<file path="src/hw/rtl/tvs_ram.sv">
// Generic single-clock RAM with one write port and one registered read port.
// Depends on nothing.
`default_nettype none

module tvs_ram #(
    parameter int WIDTH = 8,
    parameter int DEPTH = 16
) (
    input  wire logic                     clk,
    input  wire logic                     wr_en,
    input  wire logic [$clog2(DEPTH)-1:0] wr_addr,
    input  wire logic [WIDTH-1:0]         wr_data,
    input  wire logic                     rd_en,
    input  wire logic [$clog2(DEPTH)-1:0] rd_addr,
    output logic      [WIDTH-1:0]         rd_data
);

    logic [WIDTH-1:0] mem [DEPTH];

    always_ff @(posedge clk)
    begin
        if (wr_en)
        begin
            mem[wr_addr] <= wr_data;
        end
        if (rd_en)
        begin
            rd_data <= mem[rd_addr];
        end
    end

endmodule

`default_nettype wire

</file>
<file path="config.mk">
export PLATFORM = sky130hd
export DESIGN_NAME = tvs_ram
export DESIGN_NICKNAME = d
export VERILOG_FILES = /design/src/hw/rtl/tvs_ram.sv
export SDC_FILE = /design/constraint.sdc
export NUM_CORES = 1
export LEC_CHECK = 0
export BUFFER_PORTS_ARGS = -buffer_cell sky130_fd_sc_hd__buf_2
export CORE_MARGIN = 3
export CORE_UTILIZATION = 51
export DETAILED_ROUTE_END_ITERATION = 16
export GPL_TIMING_DRIVEN = 0
export PLACE_DENSITY = 0.67
export SLEW_MARGIN = 20
export SYNTH_ARGS = -nofsm -noshare
export SYNTH_HDL_FRONTEND = slang
export SYNTH_SLANG_ARGS = --single-unit
</file>
<file path="constraint.sdc">
create_clock -name clk -period 4.6 [get_ports clk]
set_clock_uncertainty 0.15 [all_clocks]
set_input_delay 1.15 -clock clk [delete_from_list [all_inputs] [get_ports clk]]
set_output_delay 1.15 -clock clk [all_outputs]
set_load 0.1 [all_outputs]
</file>
==> impl_metrics.toml <==
[timing]
finalSetupTns_ns = 0
period_needed_ns = 2.54
slew_viol_final = 0
fin_ws_ns = 2.06
worst_pin_slew_ns = 0.835
fmax_mhz = 393
finalHoldViolCount = 0
relSlewSlack_pct = 44.1
fin_crit_sh_pct = 55.3
rsz0062_at_grt = "no"
setup_viol = 0

[route]
firstDrtPassIters = 4
ant_nets = 0
via_per_inst = 5.64
vias = 2365
routed_wl_um = 9750
drcViolationCount = 0
drt_iter0_markers = 155
avgRoutedWirePerCell_um = 23.3

[critical_path]
required_ns = 3.30
crit_buf_inv = 1
cp_max_fo = 1
endpoint_kind = "primary output"
cp_top_family = "buffers and inverters"
arrival_ns = 1.24
crit_path_top_delay_cell = "buf_2"
path_class = "flip-flop to primary output"
path_cells = "buf_2"
critical-path-max-stage-delay_ns = 0.42
cp-start-kind = "flip-flop"

[power_and_ir_drop]
p_seq_share_pct = 49.3
internal_power_mw = 2.22
powerDensity_nw_per_um2 = 466
clockPowerShare_pct = 44.6
ir_drop_uv = 254
swShare_pct = 22.0
switching_power_mw = 0.625
leakagePower_nw = 2.02
pwr-share-comb_pct = 6.1

[synth]
synth_edf_count = 136
synth_fp_nets = 248
synth.top_cells.by_count = "edfxtp_1 (136), mux4_2 (18), a22oi_1 (16), mux4_1 (14), nor2_1 (13)"
synth_most_common_cell = "edfxtp_1"
seq_area_frac_synth_pct = 78.1
yosys_most_used_dff = "edfxtp_1"
synth.area.top_cells = "edfxtp_1 (78%), mux4_2 (7.8%), mux4_1 (7.0%)"
synth.top_cell.area_share_pct = 78.1
syn_avg_cell_area_um2 = 22.8
async_flop_share_pct = 0
netlist_instances = 229
synth_area_um2 = 5230
synth_top_area_cell = "edfxtp_1"
yosys_warnings = 0
synth_seq_cells = 136
ys_types = 18

[clocking]
cts_sinks = 136
cts_buffer_depth = 2
hold_buffers = 0
numCtsBuffers = 17
clock_latency_ns = 0.51
cts.repair.resized = 0
cts_root_buffer = "clkbuf_8"
postCtsSetupRepairBufs = 0
cts_htree_levels = 4
clk_pin_slew_worst_paths_ns = 0.06
cts_tree = "yes"

[global_route]
grt_max_degree = 17
grt_use_total_pct = 19.0
top_usage_layer = "met2"
grt.overflow.total = 0
grt_util_met3_pct = 4.88
grt_pass1_wl_um = 14900
grt_use_met2_pct = 30.1
grt_use_met1_pct = 25.5
first_global_vias = 2529
antenna_found_initial = 0

[layout]
fin_util_pct = 61.9
fillers = 670
multi_input_area_um2 = 1080
area_delta_synth_final_pct = 16.9
antenna_cells = 0
layout-drive-gt1-share_pct = 31.1
seq_area_um2 = 4080
nets = 292

[placement]
portBuffers = 25
hpwl_um = 6130
gp_congestion = 0.745
post-place-ws_ns = 1.59

[floorplan]
core_area_um2 = 9860
dieArea_um2 = 11500
die_h_um = 107
num_rows = 36
ios = 27
die_width_um = 107
initial_utilization_pct = 53.0

[status]
status = "completed"

[worst_hold_path]
min_path_type = "flip-flop to flip-flop"

[run]
drv_cap = 0
[flip-flops by register name (all words and copies together), names as in the netlist]
| signal | flops |
|---|---|
| mem | 128 |
| rd_data | 8 |
[routing by layer]
| layer | wire length (µm) | vias up | part of all wire, % |
|---|---|---|---|
| met4 | 127 | 0 | 1.3 |
| met3 | 615 | 6 | 6.3 |
| li1 | - | 1069 | - |
| met5 | 0 | - | 0 |
| met1 | 3980 | 1211 | 41 |
| met2 | 5020 | 79 | 52 |
[through the flow]
step                      power [mW]  std cells  area, µm²  hold WS [ns]
after floorplan                 1.54        229       5230         0.555
after global placement          1.60        387       5520         0.584
after CTS                       2.87        419       6110         0.616
final                           2.84        419       6110         0.612
after detailed placement        1.60        387       5540         0.592
after global routing            2.93        419       6110         0.655
[final cells by class]
cell class,count,share of cell area [%]
well taps,133,2.72
flip-flops and latches,136,66.9
plain buffers,10,1.41
clock buffers,17,6.78
repair buffers,25,2.05
multi-input cells,83,17.6
clock inverters,15,2.54
[cell families after synthesis]
| group | synth area share (%) |
|---|---|
| DFF | 78.1 |
| and+or+nand+nor | 3.14 |
| muxes | 14.8 |
| AOI/OAI and AO/OA | 2.30 |
| buffers and inverters | 1.65 |
[power groups by stage]
stage                     clock network, mW  logic, mW  registers, mW
final                                  1.27      0.173           1.40
after global routing                   1.34      0.185           1.40
after CTS                              1.29      0.176           1.40
after global placement                    0      0.171           1.43
after detailed placement                  0      0.175           1.43
after floorplan                           0     0.0705           1.47
[final timing paths]
| kind | start | end | slack [ns] | cells past startpoint |
|---|---|---|---|---|
| setup / recovery | rd_data[0] | rd_data[0] | 2.06 | 1 |
| hold / removal | mem[8][4] | rd_data[4] | 0.61 | 3 |
| setup reg to reg | mem[5][0] | rd_data[0] | 2.78 | 3 |
| hold reg to reg | mem[8][4] | rd_data[4] | 0.61 | 3 |
[cell usage in the layout, fill, tap and decap left out, drive strengths merged]
cell type	netlist	layout
mux4	32	32
bufinv	0	2
or3b	1	1
nor3	4	4
inv	0	1
nand3	1	1
nor2b	1	1
nand2	9	9
nand3b	2	2
nand2b	2	2
and2b	1	1
clkinv	0	7
clkbuf	0	17
a22oi	16	16
nor2	13	13
and2	1	1
clkinvlp	0	5
clkdlybuf4s25	3	3
edfxtp	136	136
buf	7	32
(Power assumes the default switching activity.)
